## config.mk

```make
export PLATFORM = sky130hd
export DESIGN_NAME = battery_protection_monitor
export DESIGN_NICKNAME = d
export VERILOG_FILES = /design/src/rtl/bpm_pkg.sv /design/src/rtl/battery_protection_monitor.sv /design/src/rtl/bpm_cfg.sv /design/src/rtl/bpm_fsm.sv /design/src/rtl/bpm_arith.sv
export SDC_FILE = /design/constraint.sdc
export NUM_CORES = 2
export LEC_CHECK = 0
export ABC_AREA = 1
export BUFFER_PORTS_ARGS = -buffer_cell sky130_fd_sc_hd__buf_2
export CORE_ASPECT_RATIO = 1.5
export CORE_MARGIN = 4
export CORE_UTILIZATION = 32
export DETAILED_ROUTE_END_ITERATION = 6
export PLACE_DENSITY = 0.51
export SLEW_MARGIN = 25
export SYNTH_ARGS = -nofsm -noshare
export SYNTH_HDL_FRONTEND = slang
export SYNTH_SLANG_ARGS = --single-unit
```

## constraint.sdc

```tcl
create_clock -name i_clk -period 18.01 [get_ports i_clk]
set_input_delay 0.9005 -clock i_clk [delete_from_list [all_inputs] [get_ports i_clk]]
set_output_delay 0.9005 -clock i_clk [all_outputs]
set_load 0.02 [all_outputs]
```

## src/rtl/bpm_pkg.sv

```systemverilog
// ----------------------------------------------------------------------------
// bpm_pkg
// Shared types, register indexes, constants and helpers for the battery
// protection monitor.
// ----------------------------------------------------------------------------
package bpm_pkg;

    // Protection state, encoded as the reported state code
    typedef enum logic [2:0] {
        ST_IDLE        = 3'd0,
        ST_CHARGING    = 3'd1,
        ST_DISCHARGING = 3'd2,
        ST_UNDERVOLT   = 3'd3,
        ST_OVERVOLT    = 3'd4,
        ST_OVERCURRENT = 3'd5
    } t_mode;

    localparam int CFG_IDX_W = 3;

    typedef enum logic [CFG_IDX_W-1:0] {
        REG_UV_CUT     = 3'd0,
        REG_UV_RELEASE = 3'd1,
        REG_OV_CUT     = 3'd2,
        REG_OV_RELEASE = 3'd3,
        REG_CUR_LIMIT  = 3'd4,
        REG_OC_HOLD    = 3'd5
    } t_reg_idx;

    typedef struct packed {
        logic        [15:0] uv_cut;
        logic        [15:0] uv_release;
        logic        [15:0] ov_cut;
        logic        [15:0] ov_release;
        logic signed [15:0] cur_limit;
        logic        [15:0] oc_hold;
    } t_cfg;

    // Pipeline advance strobes, one for each of stages 2 to 4
    typedef struct packed {
        logic s2;
        logic s3;
        logic s4;
    } t_adv;

    // Register reset values
    localparam logic [15:0]        RST_UV_CUT     = 16'd1800;
    localparam logic [15:0]        RST_UV_RELEASE = 16'd2000;
    localparam logic [15:0]        RST_OV_CUT     = 16'd2800;
    localparam logic [15:0]        RST_OV_RELEASE = 16'd2700;
    localparam logic signed [15:0] RST_CUR_LIMIT  = 16'sd2000;
    localparam logic [15:0]        RST_OC_HOLD    = 16'd60;

    localparam logic signed [15:0] NOISE_MA      = 16'sd2;
    localparam logic signed [16:0] DIFF_MIN_MV   = 17'sd50;
    localparam logic signed [16:0] OV_RECLOSE_MV = -17'sd5;

    // Reciprocals: q = (x * M) >> S is exact floor(x / d) over the input range
    // energy: x < 2^31, d = 1000 ; power: x < 2^31, d = 10000 ; x < 2^18, d = 5
    localparam logic [31:0] RECIP_1000   = 32'd2199023256;
    localparam int          SHIFT_1000   = 41;
    localparam logic [31:0] RECIP_10000  = 32'd3518437209;
    localparam int          SHIFT_10000  = 45;
    localparam logic [18:0] RECIP_5      = 19'd419431;
    localparam int          SHIFT_5      = 21;

    // Zero out currents inside the noise band
    function automatic logic signed [15:0] f_denoise(input logic signed [15:0] cur);
        logic signed [15:0] res;
        res = cur;
        if ((cur <= NOISE_MA) && (cur >= -NOISE_MA)) begin
            res = '0;
        end
        return res;
    endfunction

    // Magnitude of a 16-bit signed value; -32768 maps to 32768
    function automatic logic [15:0] f_abs16(input logic signed [15:0] val);
        logic [15:0] res;
        res = val[15] ? 16'(-val) : 16'(val);
        return res;
    endfunction

endpackage

```

## src/rtl/battery_protection_monitor.sv

```systemverilog
// ----------------------------------------------------------------------------
// battery_protection_monitor
// Per-tick battery protection: lockout state machine, cutoff switch, charge
// and energy bookkeeping, and scaled current, voltage and power values.
// ----------------------------------------------------------------------------
//
//  channel  direction  handshake                  payload
//  -------  ---------  -------------------------  -------------------------------
//  in       sink       i_in_valid / o_in_stall    current_ma, battery_mv, load_mv
//  out      source     o_out_valid / i_out_stall  state, cutoff, totals, scaled
//  cfg      sink       i_cfg_valid / o_cfg_ready  i_cfg_index, i_cfg_data
//
//  One word per cycle in and out when the output is not stalled. A word passes
//  the input register, the power product stage, the reciprocal multiply stage
//  and the accumulator stage on its way to the output.
//  Reset clears the thresholds to their defaults, the state to idle with the
//  cutoff on, and the accumulators to zero. Each stage advances when the stage
//  behind it is empty or advancing, so bubbles close up; a stalled output
//  holds its word and stalls the input only once every stage is full.
//
// ----------------------------------------------------------------------------
module battery_protection_monitor
    import bpm_pkg::*;
(
    input  logic                 i_clk,
    input  logic                 i_rst_n,

    input  logic                 i_in_valid,
    output logic                 o_in_stall,
    input  logic signed [15:0]   i_current_ma,
    input  logic [15:0]          i_battery_mv,
    input  logic [15:0]          i_load_mv,

    output logic                 o_out_valid,
    input  logic                 i_out_stall,
    output logic [2:0]           o_state_code,
    output logic                 o_cutoff_on,
    output logic signed [31:0]   o_charge_mas,
    output logic [31:0]          o_energy_out,
    output logic [31:0]          o_energy_in,
    output logic signed [15:0]   o_reg_current,
    output logic [15:0]          o_reg_voltage,
    output logic [15:0]          o_reg_power,

    input  logic                 i_cfg_valid,
    output logic                 o_cfg_ready,
    input  logic [CFG_IDX_W-1:0] i_cfg_index,
    input  logic [15:0]          i_cfg_data
);

    t_cfg w_cfg;
    t_adv w_adv;

    // stage valid bits
    logic r_v1;
    logic r_v2;
    logic r_v3;
    logic r_v4;

    logic w_rdy1;
    logic w_rdy2;
    logic w_rdy3;
    logic w_rdy4;
    logic w_accept;

    // input register
    logic signed [15:0] r_cur1;
    logic [15:0]        r_batt1;
    logic [15:0]        r_load1;
    logic signed [15:0] w_cur1;

    // state and cutoff follow their word down the pipe
    t_mode w_mode2;
    logic  w_cutoff2;
    t_mode r_mode3;
    logic  r_cutoff3;
    t_mode r_mode4;
    logic  r_cutoff4;

    // a stage can take a word if it is empty or its word moves on
    assign w_rdy4   = !r_v4 || !i_out_stall;
    assign w_rdy3   = !r_v3 || w_rdy4;
    assign w_rdy2   = !r_v2 || w_rdy3;
    assign w_rdy1   = !r_v1 || w_rdy2;
    assign w_accept = i_in_valid && w_rdy1;

    assign w_adv.s2 = r_v1 && w_rdy2;
    assign w_adv.s3 = r_v2 && w_rdy3;
    assign w_adv.s4 = r_v3 && w_rdy4;

    assign o_in_stall  = !w_rdy1;
    assign o_cfg_ready = 1'b1;

    always_ff @(posedge i_clk) begin
        if (!i_rst_n) begin
            r_v1 <= 1'b0;
            r_v2 <= 1'b0;
            r_v3 <= 1'b0;
            r_v4 <= 1'b0;
        end else begin
            if (w_rdy1) begin
                r_v1 <= i_in_valid;
            end
            if (w_rdy2) begin
                r_v2 <= r_v1;
            end
            if (w_rdy3) begin
                r_v3 <= r_v2;
            end
            if (w_rdy4) begin
                r_v4 <= r_v3;
            end
        end
    end

    // capture the input word
    always_ff @(posedge i_clk) begin
        if (w_accept) begin
            r_cur1  <= i_current_ma;
            r_batt1 <= i_battery_mv;
            r_load1 <= i_load_mv;
        end
    end

    // drop currents inside the noise band before any use
    assign w_cur1 = f_denoise(r_cur1);

    bpm_cfg u_cfg (
        .i_clk       (i_clk),
        .i_rst_n     (i_rst_n),
        .i_cfg_valid (i_cfg_valid),
        .i_cfg_index (i_cfg_index),
        .i_cfg_data  (i_cfg_data),
        .o_cfg       (w_cfg)
    );

    // state registers update as the word enters stage 2
    bpm_fsm u_fsm (
        .i_clk    (i_clk),
        .i_rst_n  (i_rst_n),
        .i_adv    (w_adv.s2),
        .i_cfg    (w_cfg),
        .i_cur    (w_cur1),
        .i_batt   (r_batt1),
        .i_load   (r_load1),
        .o_mode   (w_mode2),
        .o_cutoff (w_cutoff2)
    );

    bpm_arith u_arith (
        .i_clk         (i_clk),
        .i_rst_n       (i_rst_n),
        .i_adv         (w_adv),
        .i_cur         (w_cur1),
        .i_batt        (r_batt1),
        .o_charge_mas  (o_charge_mas),
        .o_energy_out  (o_energy_out),
        .o_energy_in   (o_energy_in),
        .o_reg_current (o_reg_current),
        .o_reg_voltage (o_reg_voltage),
        .o_reg_power   (o_reg_power)
    );

    // carry state and cutoff alongside the arithmetic
    always_ff @(posedge i_clk) begin
        if (w_adv.s3) begin
            r_mode3   <= w_mode2;
            r_cutoff3 <= w_cutoff2;
        end
        if (w_adv.s4) begin
            r_mode4   <= r_mode3;
            r_cutoff4 <= r_cutoff3;
        end
    end

    assign o_out_valid  = r_v4;
    assign o_state_code = 3'(r_mode4);
    assign o_cutoff_on  = r_cutoff4;

endmodule

```

## src/rtl/bpm_cfg.sv

```systemverilog
// ----------------------------------------------------------------------------
// bpm_cfg
// Threshold register file, written through the configuration port.
// ----------------------------------------------------------------------------
module bpm_cfg
    import bpm_pkg::*;
(
    input  logic                 i_clk,
    input  logic                 i_rst_n,
    input  logic                 i_cfg_valid,
    input  logic [CFG_IDX_W-1:0] i_cfg_index,
    input  logic [15:0]          i_cfg_data,
    output t_cfg                 o_cfg
);

    t_cfg r_cfg;

    always_ff @(posedge i_clk) begin
        if (!i_rst_n) begin
            r_cfg.uv_cut     <= RST_UV_CUT;
            r_cfg.uv_release <= RST_UV_RELEASE;
            r_cfg.ov_cut     <= RST_OV_CUT;
            r_cfg.ov_release <= RST_OV_RELEASE;
            r_cfg.cur_limit  <= RST_CUR_LIMIT;
            r_cfg.oc_hold    <= RST_OC_HOLD;
        end else if (i_cfg_valid) begin
            case (t_reg_idx'(i_cfg_index))
                REG_UV_CUT:     r_cfg.uv_cut     <= i_cfg_data;
                REG_UV_RELEASE: r_cfg.uv_release <= i_cfg_data;
                REG_OV_CUT:     r_cfg.ov_cut     <= i_cfg_data;
                REG_OV_RELEASE: r_cfg.ov_release <= i_cfg_data;
                REG_CUR_LIMIT:  r_cfg.cur_limit  <= $signed(i_cfg_data);
                REG_OC_HOLD:    r_cfg.oc_hold    <= i_cfg_data;
                default: begin
                    // drop writes to unmapped indexes
                end
            endcase
        end
    end

    assign o_cfg = r_cfg;

endmodule

```

## src/rtl/bpm_fsm.sv

```systemverilog
// ----------------------------------------------------------------------------
// bpm_fsm
// Protection state machine: lockout entry and release, cutoff switch control
// and the tick count since the last state entry.
// ----------------------------------------------------------------------------
module bpm_fsm
    import bpm_pkg::*;
(
    input  logic               i_clk,
    input  logic               i_rst_n,
    input  logic               i_adv,
    input  t_cfg               i_cfg,
    input  logic signed [15:0] i_cur,
    input  logic [15:0]        i_batt,
    input  logic [15:0]        i_load,
    output t_mode              o_mode,
    output logic               o_cutoff
);

    t_mode              r_mode;
    t_mode              n_mode;
    logic               r_cutoff;
    logic               n_cutoff;
    logic [31:0]        r_ticks;
    logic [31:0]        n_ticks;
    logic [31:0]        w_tick;
    logic signed [16:0] w_load_minus_batt;
    logic signed [16:0] w_batt_minus_load;
    logic               w_uv_release;
    logic               w_ov_release;
    logic               w_oc_done;
    logic               w_uv_cut;
    logic               w_ov_cut;
    logic               w_oc_trip;

    assign w_tick            = r_ticks + 32'd1;
    assign w_load_minus_batt = $signed({1'b0, i_load}) - $signed({1'b0, i_batt});
    assign w_batt_minus_load = $signed({1'b0, i_batt}) - $signed({1'b0, i_load});
    assign w_uv_release      = i_batt >= i_cfg.uv_release;
    assign w_ov_release      = i_batt <= i_cfg.ov_release;
    assign w_oc_done         = w_tick > {16'd0, i_cfg.oc_hold};
    assign w_uv_cut          = i_batt <= i_cfg.uv_cut;
    assign w_ov_cut          = i_batt >= i_cfg.ov_cut;
    assign w_oc_trip         = i_cur > i_cfg.cur_limit;

    // Next state and tick count
    always_comb begin
        n_mode  = r_mode;
        n_ticks = w_tick;
        case (r_mode)
            ST_UNDERVOLT: begin
                if (w_uv_release) begin
                    n_mode  = ST_IDLE;
                    n_ticks = '0;
                end
            end
            ST_OVERVOLT: begin
                if (w_ov_release) begin
                    n_mode  = ST_IDLE;
                    n_ticks = '0;
                end
            end
            ST_OVERCURRENT: begin
                if (w_oc_done) begin
                    n_mode  = ST_IDLE;
                    n_ticks = '0;
                end
            end
            default: begin
                n_ticks = '0;
                if (w_uv_cut) begin
                    n_mode = ST_UNDERVOLT;
                end else if (w_ov_cut) begin
                    n_mode = ST_OVERVOLT;
                end else if (w_oc_trip) begin
                    n_mode = ST_OVERCURRENT;
                end else if (i_cur > 16'sd0) begin
                    n_mode = ST_DISCHARGING;
                end else if (i_cur < 16'sd0) begin
                    n_mode = ST_CHARGING;
                end else begin
                    n_mode = ST_IDLE;
                end
            end
        endcase
    end

    // Cutoff switch
    always_comb begin
        n_cutoff = r_cutoff;
        case (r_mode)
            ST_UNDERVOLT: begin
                if (!w_uv_release) begin
                    n_cutoff = !(w_load_minus_batt > DIFF_MIN_MV);
                end
            end
            ST_OVERVOLT: begin
                if (!w_ov_release) begin
                    if (w_batt_minus_load > DIFF_MIN_MV) begin
                        n_cutoff = 1'b0;
                    end else if (w_batt_minus_load < OV_RECLOSE_MV) begin
                        n_cutoff = 1'b1;
                    end
                end
            end
            ST_OVERCURRENT: begin
                n_cutoff = !w_oc_done;
            end
            default: begin
                if (!w_uv_cut && !w_ov_cut && !w_oc_trip) begin
                    n_cutoff = 1'b0;
                end
            end
        endcase
    end

    always_ff @(posedge i_clk) begin
        if (!i_rst_n) begin
            r_mode   <= ST_IDLE;
            r_cutoff <= 1'b1;
            r_ticks  <= '0;
        end else if (i_adv) begin
            r_mode   <= n_mode;
            r_cutoff <= n_cutoff;
            r_ticks  <= n_ticks;
        end
    end

    assign o_mode   = r_mode;
    assign o_cutoff = r_cutoff;

endmodule

```

## src/rtl/bpm_arith.sv

```systemverilog
// ----------------------------------------------------------------------------
// bpm_arith
// Power product, constant divisions by reciprocal multiply, and the charge
// and energy accumulators. Three register stages behind the input register.
// ----------------------------------------------------------------------------
module bpm_arith
    import bpm_pkg::*;
(
    input  logic               i_clk,
    input  logic               i_rst_n,
    input  t_adv               i_adv,
    input  logic signed [15:0] i_cur,
    input  logic [15:0]        i_batt,
    output logic signed [31:0] o_charge_mas,
    output logic [31:0]        o_energy_out,
    output logic [31:0]        o_energy_in,
    output logic signed [15:0] o_reg_current,
    output logic [15:0]        o_reg_voltage,
    output logic [15:0]        o_reg_power
);

    // stage 2: product and scaled operands
    logic [31:0]        r_prod2;
    logic signed [15:0] r_cur2;
    logic [17:0]        r_cmag4_2;
    logic [17:0]        r_bat4_2;

    // stage 3: quotients
    logic [31:0]        r_q_energy3;
    logic [15:0]        r_q_power3;
    logic [15:0]        r_q_cur3;
    logic [15:0]        r_q_volt3;
    logic signed [15:0] r_cur3;

    // stage 4: results
    logic signed [31:0] r_charge;
    logic [31:0]        r_energy_out;
    logic [31:0]        r_energy_in;
    logic signed [15:0] r_reg_current;
    logic [15:0]        r_reg_voltage;
    logic [15:0]        r_reg_power;

    logic [15:0] w_mag;
    logic [63:0] w_mul_energy;
    logic [63:0] w_mul_power;
    logic [36:0] w_mul_cur;
    logic [36:0] w_mul_volt;

    assign w_mag = f_abs16(i_cur);

    always_ff @(posedge i_clk) begin
        if (i_adv.s2) begin
            r_prod2   <= 32'(w_mag) * 32'(i_batt);
            r_cur2    <= i_cur;
            r_cmag4_2 <= {w_mag, 2'b00};
            r_bat4_2  <= {i_batt, 2'b00};
        end
    end

    assign w_mul_energy = 64'(r_prod2) * 64'(RECIP_1000);
    assign w_mul_power  = 64'(r_prod2) * 64'(RECIP_10000);
    assign w_mul_cur    = 37'(r_cmag4_2) * 37'(RECIP_5);
    assign w_mul_volt   = 37'(r_bat4_2) * 37'(RECIP_5);

    always_ff @(posedge i_clk) begin
        if (i_adv.s3) begin
            r_q_energy3 <= 32'(w_mul_energy[63:SHIFT_1000]);
            r_q_power3  <= w_mul_power[SHIFT_10000+15:SHIFT_10000];
            r_q_cur3    <= w_mul_cur[SHIFT_5+15:SHIFT_5];
            r_q_volt3   <= w_mul_volt[SHIFT_5+15:SHIFT_5];
            r_cur3      <= r_cur2;
        end
    end

    // Accumulators are state: clear on reset
    always_ff @(posedge i_clk) begin
        if (!i_rst_n) begin
            r_charge     <= '0;
            r_energy_out <= '0;
            r_energy_in  <= '0;
        end else if (i_adv.s4) begin
            r_charge <= r_charge + 32'(r_cur3);
            if (r_cur3 > 16'sd0) begin
                r_energy_out <= r_energy_out + r_q_energy3;
            end else begin
                r_energy_in <= r_energy_in + r_q_energy3;
            end
        end
    end

    always_ff @(posedge i_clk) begin
        if (i_adv.s4) begin
            r_reg_current <= r_cur3[15] ? -$signed(r_q_cur3) : $signed(r_q_cur3);
            r_reg_voltage <= r_q_volt3;
            r_reg_power   <= r_q_power3;
        end
    end

    assign o_charge_mas  = r_charge;
    assign o_energy_out  = r_energy_out;
    assign o_energy_in   = r_energy_in;
    assign o_reg_current = r_reg_current;
    assign o_reg_voltage = r_reg_voltage;
    assign o_reg_power   = r_reg_power;

endmodule
```

# [Word level (Yosys, flattened, before mapping)]
# Cells that the tools add are included.
[classes] mul=5 n_addsub=8 n_lt_le_gt_ge=14 eq_ne=14 bitwise=1 mux=22 reduce_logical=34
[ops] operator="$mux 32" count=3
[ops] operator="$pmux 32 s3" count=1
[ops] operator="$mul 16x19->35 const B" count=2
[ops] operator="$add 32x23->32" count=2
[ops] operator="$mul 32x29->61 const B" count=1
[ops] operator="$mul 32x32->61 const B" count=1
[ops] operator="$mux 16" count=3
[ops] operator="$gt 17x7->1 const B" count=2
[ops] operator="$sub 16x16->17" count=2
[ops] operator="$add 32x1->32 const B" count=1
[ops] operator="$add 32x16->32" count=1
[ops] operator="$ge 16x16->1" count=2
[ops] operator="$gt 16x1->1 const B" count=2
[ops] operator="$gt 32x16->1" count=1
[ops] operator="$le 16x16->1" count=2
[ops] operator="$mul 16x16->32" count=1
[ops] operator="$neg 16->16" count=2
[ops] operator="$mux 3" count=7
[ops] operator="$lt 17x4->1 const B" count=1
[ops] operator="$ge 16x2->1 const B" count=1
[ops] operator="$gt 16x16->1" count=1
[ops] operator="$le 16x3->1 const B" count=1
[ops] operator="$lt 16x1->1 const B" count=1
[ops] operator="$reduce_and 2->1" count=8
[ops] operator="17 further kinds" count=49
[totals] word_cells=133 inputBits=72 ff_bits=503 out_inout_bits=151

# [Logic depth before layout (Yosys ltp)]
[logic_depth] ltp_word=10 mapped_depth=40 ltp_nobuf=39

# [Cells and area by module]
# Synthesis repeated with hierarchy kept, for this count alone.
[unflattened] hier_cells=10039 area_unflattened_um2=80737.4
[by_module_without_submodules] mod="bpm_arith" instances=1 area_per_inst_um2=67855.1 cells_per_inst=8171 seq_area_each_um2=8348.0
[by_module_without_submodules] mod="bpm_fsm" instances=1 area_per_inst_um2=7075.5 cells_per_inst=1210 seq_area_each_um2=720.7
[by_module_without_submodules] mod="bpm_cfg" instances=1 area_per_inst_um2=3729.8 cells_per_inst=523 seq_area_each_um2=1921.8
[by_module_without_submodules] mod="battery_protection_monitor" instances=1 area_per_inst_um2=2077.0 cells_per_inst=135 seq_area_each_um2=1761.7

# [Worst setup path after synthesis]
# OpenSTA, ideal clock, no wires.
[synth_timing] path_kind="register to register" from="register r_cur1[13]" to="register u_arith.r_prod2[29] (data pin)" setup_ps=265 stages_incl_launch_ff=41 arrival_time_ps=7175 slack_ps=10570 t_required_ps=17745 n_path_buf=2 path_cell_list="edfxtp_1 > inv_1 > nand3_1 > nor2_1 > nand3b_2 > nand2_4 > nor2_4 > inv_1 > clkbuf_1 > ha_1 > nand2_2 > nor2_2 > nand2_2 > clkinv_2 > nand3_2 > nand2_2 > nand2_2 > nand2_2 > [5 not listed] > fa_1 > inv_1 > fa_1 > fa_1 > fa_1 > inv_1 > fa_1 > inv_1 > ha_1 > nand2_1 > nor4_1 > nand4_1 > nand3_1 > nand3_1 > nand2_1 > a21oi_1 > o21ai_0 > xor2_1"
[synth_via] elab_chain_cells=6 word_cells_on_any_way=7 cone_classes="add/sub (1); mul (1); order compare (2); mux (2); reduce/logical (1)"
[synth_lines] element="start, declared" line="battery_protection_monitor.sv:67" text="logic signed [15:0] r_cur1;"
[synth_lines] element="start signal, assigned" line="battery_protection_monitor.sv:119" text="r_cur1 <= i_current_ma;"
[synth_lines] element="$le 16x3->1 or $ge 16x2->1 (tied branches)" line="bpm_pkg.sv:70" text="if ((cur <= NOISE_MA) && (cur >= -NOISE_MA)) begin"
[synth_lines] element="$logic_and 1x1->1 (*)" line="bpm_pkg.sv:70"
[synth_lines] element="$mux 16 (*)" line="bpm_pkg.sv:70"
[synth_lines] element="named net u_arith.i_cur[0]" line="bpm_arith.sv:12" text="input logic signed [15:0] i_cur,"
[synth_lines] element="$neg 16->16 (*)" line="bpm_pkg.sv:79" text="res = val[15] ? 16'(-val) : 16'(val);"
[synth_lines] element="$mux 16 (*)" line="bpm_pkg.sv:79"
[synth_lines] element="named net u_arith.w_mag[14]" line="bpm_arith.sv:43" text="logic [15:0] w_mag;"
[synth_lines] element="$mul 16x16->32 (*)" line="bpm_arith.sv:53" text="r_prod2 <= 32'(w_mag) * 32'(i_batt);"
[synth_lines] element="end signal, assigned" line="bpm_arith.sv:53"
[synth_lines] element="end, declared" line="bpm_arith.sv:23" text="logic [31:0] r_prod2;"
# Mark *: on every way through the listed nets, which the timed path passes. The rest lies on a longest branch.
# A chain may end at the register's enable or synchronous reset.

# [Worst setup path after layout]
[layout_timing] from="register r_cur1[4]" to="register u_arith.r_prod2[29] (data pin)"
[layout_via] elab_chain_cells=6 word_cells_on_any_way=7 cone_classes="add/sub (1); mul (1); order compare (2); mux (2); reduce/logical (1)"
[layout_lines] element="$le 16x3->1 or $ge 16x2->1 (tied branches)" line="bpm_pkg.sv:70"
[layout_lines] element="$logic_and 1x1->1 (*)" line="bpm_pkg.sv:70"
[layout_lines] element="$mux 16 (*)" line="bpm_pkg.sv:70"
[layout_lines] element="named net u_arith.i_cur[0]" line="bpm_arith.sv:12"
[layout_lines] element="$neg 16->16" line="bpm_pkg.sv:79"
[layout_lines] element="$mux 16 (*)" line="bpm_pkg.sv:79"
[layout_lines] element="$mul 16x16->32 (*)" line="bpm_arith.sv:53"
# Marks and branches as above.

==> reports/summary.txt <==
Most common flop cell mapped by yosys: edfxtp_1
Total core area: 0.238 sq mm
Syn Inst Count: 8,741
CP Data Arrival Time: 9070 ps
FF-to-FF End: u_arith.r_prod2[29]$_DFFE_PP_
Slowest-stage cell, CP: fa_1
Clk buf depth: 3
Reg2Reg Setup Slack: 9400 ps
Largest net degree at the start of global routing: 95
CTS root buffer: clkbuf_16
Clock Latency Late Sink: 760 ps
Share of cells above drive strength 1: 0.0548
Die Y: 608 um
Crit start category: register
Worst Path Required: 18,470 ps
Initial antenna violation count: 11
CTS tree: built
WHS Path Cells: 1
First drt pass iteration count: 7
Total track usage: 0.206
Kind of critical path: register to register
Hold Crit Start: i_battery_mv[9]
Clk_skew: 125 ps
Synth unique cells: 64
Max incr delay on CP: 570 ps
Max_cap viols: 0
Period minus WS final: 8610 ps
Status: finished clean
Final HPWL DP: 219 mm
Starting density of the core: 0.322
Vias per cell: 4.85
Period utilization: 0.478
FF-to-FF path depth: 36
Vias in the first global route: 63,700
Seq/Total Area, Yosys: 0.166
Area growth syn-to-layout: 9.27%
FF-to-FF Start: r_cur1[4]$_DFFE_PP_
Placed inst area: 0.0817 sq mm
Commonest non-fill, non-tap cell in the layout: inv_1
Final setup fails: 0
Hold worst-path end: r_batt1[9]$_DFFE_PP_
DIE AREA: 0.248 sq mm
Worst Hold Class: input port to register
Port buffer count: 221
Grt total ovfl: 0
Critical Path Fanout Max: 17
DRC: 0
Post-CTS Repair Setup Buffers: 0
RSZ-0062 raised after global routing: no
Nets: 11,400
Worst Max-Slew Pin Slew: 1040 ps
Syn Std Cell Area: 0.0767 sq mm
Num rows: 219
Slew headroom: 0.298
Clock sink total: 502
I/O pins: 223
ANT nets after route: 0
Syn avg cell area: 8.77 sq um
Peak Freq: 116 MHz
GPL Wtd Cong: 0.949
Detailed Route WL: 256 mm
FF+latch count, synth: 502
Post-Syn Nets: 11,200
Global-route wire length before repair: 389 mm
Initial DRC count: 2,786
WHS: 312 ps
Crit path capture type: register
Die W: 408 um
Endpoints failing hold: 0
Most frequent cells in the layout: inv_1 (2,222), ha_1 (1,228), fa_1 (1,112), nand2_1 (1,089), nor2_1 (606)
Via count: 58,900
Async S/R FF share, synth: 0
EDFF count, synth: 270
Hold buffers post-CTS: 0
Clock slew at reported path FFs: 70 ps
WL/cell: 21.1 um
Cts repair resizes: 0
TNS Setup: 0 ps
Finished Cell Area: 0.0838 sq mm
H-Tree Depth: 2
Clock buffer count from CTS: 57
Warnings, synthesis: 0
Slew Limit Fails: 0
cell usage after synthesis (7+ instances only):
cell type	instances	share of area
inv_1	2223	0.11
ha_1	1228	0.20
fa_1	1112	0.29
nand2_1	1089	0.053
nor2_1	611	0.030
a21oi_1	548	0.036
o21ai_0	360	0.023
edfxtp_1	270	0.11
dfxtp_1	232	0.061
nand3_1	207	0.014
xor2_1	119	0.014
nor3_1	93	0.0061
clkbuf_1	79	0.0039
o211ai_1	67	0.0066
nand4_1	62	0.0051
xnor2_1	61	0.0070
a31oi_1	37	0.0030
a21o_1	32	0.0031
nor4_1	30	0.0024
o21a_1	28	0.0027
o21bai_1	28	0.0027
nand3b_1	21	0.0021
nand2_2	18	0.0015
inv_2	16	0.00078
nand3_2	14	0.0018
a21boi_0	13	0.0013
or2_2	12	0.00098
nor2_2	11	0.00090
a211oi_1	10	0.00098
buf_2	10	0.00065
buf_6	7	0.0010
nor3_2	7	0.00091
o2111ai_1	7	0.00080
worst max path at each step:
stage | startpoint | endpoint | slack, ps | depth (start not counted)
2_1_floorplan | r_cur1[13]$_DFFE_PP_ | u_arith.r_prod2[29]$_DFFE_PP_ | 10570 | 40
3_3_place_gp | r_cur1[4]$_DFFE_PP_ | u_arith.r_prod2[30]$_DFFE_PP_ | 9540 | 36
3_5_place_dp | r_cur1[4]$_DFFE_PP_ | u_arith.r_prod2[29]$_DFFE_PP_ | 9400 | 36
4_1_cts | r_cur1[4]$_DFFE_PP_ | u_arith.r_prod2[29]$_DFFE_PP_ | 9330 | 36
5_1_grt | r_cur1[4]$_DFFE_PP_ | u_arith.r_prod2[29]$_DFFE_PP_ | 8740 | 36
6_report | r_cur1[4]$_DFFE_PP_ | u_arith.r_prod2[29]$_DFFE_PP_ | 9400 | 36
per-stage QoR:
step	setup slack (ps)	cells	util
after CTS	9330	12100	0.352
after floorplan	10570	8741	-
final	9400	12100	0.352
after global routing	8740	12100	0.352
after detailed placement	9400	12000	0.344
after global placement	9540	12000	0.344
metal layers:
layer	up-vias	GRT usage	share of wire
met4	12	0.0993	0.058
met2	1257	0.385	0.52
met5	-	0	0.00027
li1	28000	-	-
met3	510	0.0244	0.037
met1	29100	0.231	0.38
layout make-up:
class                   instances  area (sq um)
multi-input cells            5890         55100
diodes                          1          2.50
flip-flops and latches        502         12800
clock inverters                44           574
clock buffers                  64          1470
repair buffers                289          1640
fillers                     24800        154000
inverters                    2245          8430
well taps                    3094          3870
critical path, delay by kind of cell, from the launching register on:
| family | cells | cell delay [ps] |
|---|---|---|
| AOI/OAI and AO/OA | 3 | 500 |
| xor gates and xnor gates | 1 | 100 |
| adders and majority gates | 8 | 3620 |
| buffers and inverters | 7 | 960 |
| DFF | 1 | 460 |
| and+or+nand+nor | 17 | 2670 |
logic make-up (layout without fill, tap and decap cells):
group	count (synthesis)	after routing	synth area share
AO/OA/AOI/OAI	1171	1171	0.0850
XOR/XNOR	180	180	0.0206
adder cells (fa/ha/maj)	2340	2340	0.491
buffers and inverters	2349	2642	0.116
flip-flops	502	502	0.166
other	1	2	0.0000489
AND/OR/NAND/NOR	2198	2198	0.121
sequential cells by signal, indices dropped and copies added, names as in the netlist, 15 cells and up:
name and cells:
u_arith.r_cur2 16, u_fsm.r_ticks 32, u_arith.r_q_energy3 23, u_cfg.o_cfg 96
u_arith.r_q_cur3 16, u_arith.o_charge_mas 32, u_arith.r_bat4_2 16, u_arith.o_energy_in 32
u_arith.r_prod2 32, u_arith.o_reg_voltage 16, u_arith.r_q_power3 16, r_load1 16
u_arith.r_q_volt3 16, u_arith.o_energy_out 32, u_arith.o_reg_power 16, u_arith.r_cur3 16
r_batt1 16, r_cur1 16, u_arith.o_reg_current 16, u_arith.r_cmag4_2 15
Power is not shown: default switching activity piles up to over one toggle a cycle in this logic, so the estimate is an artifact.
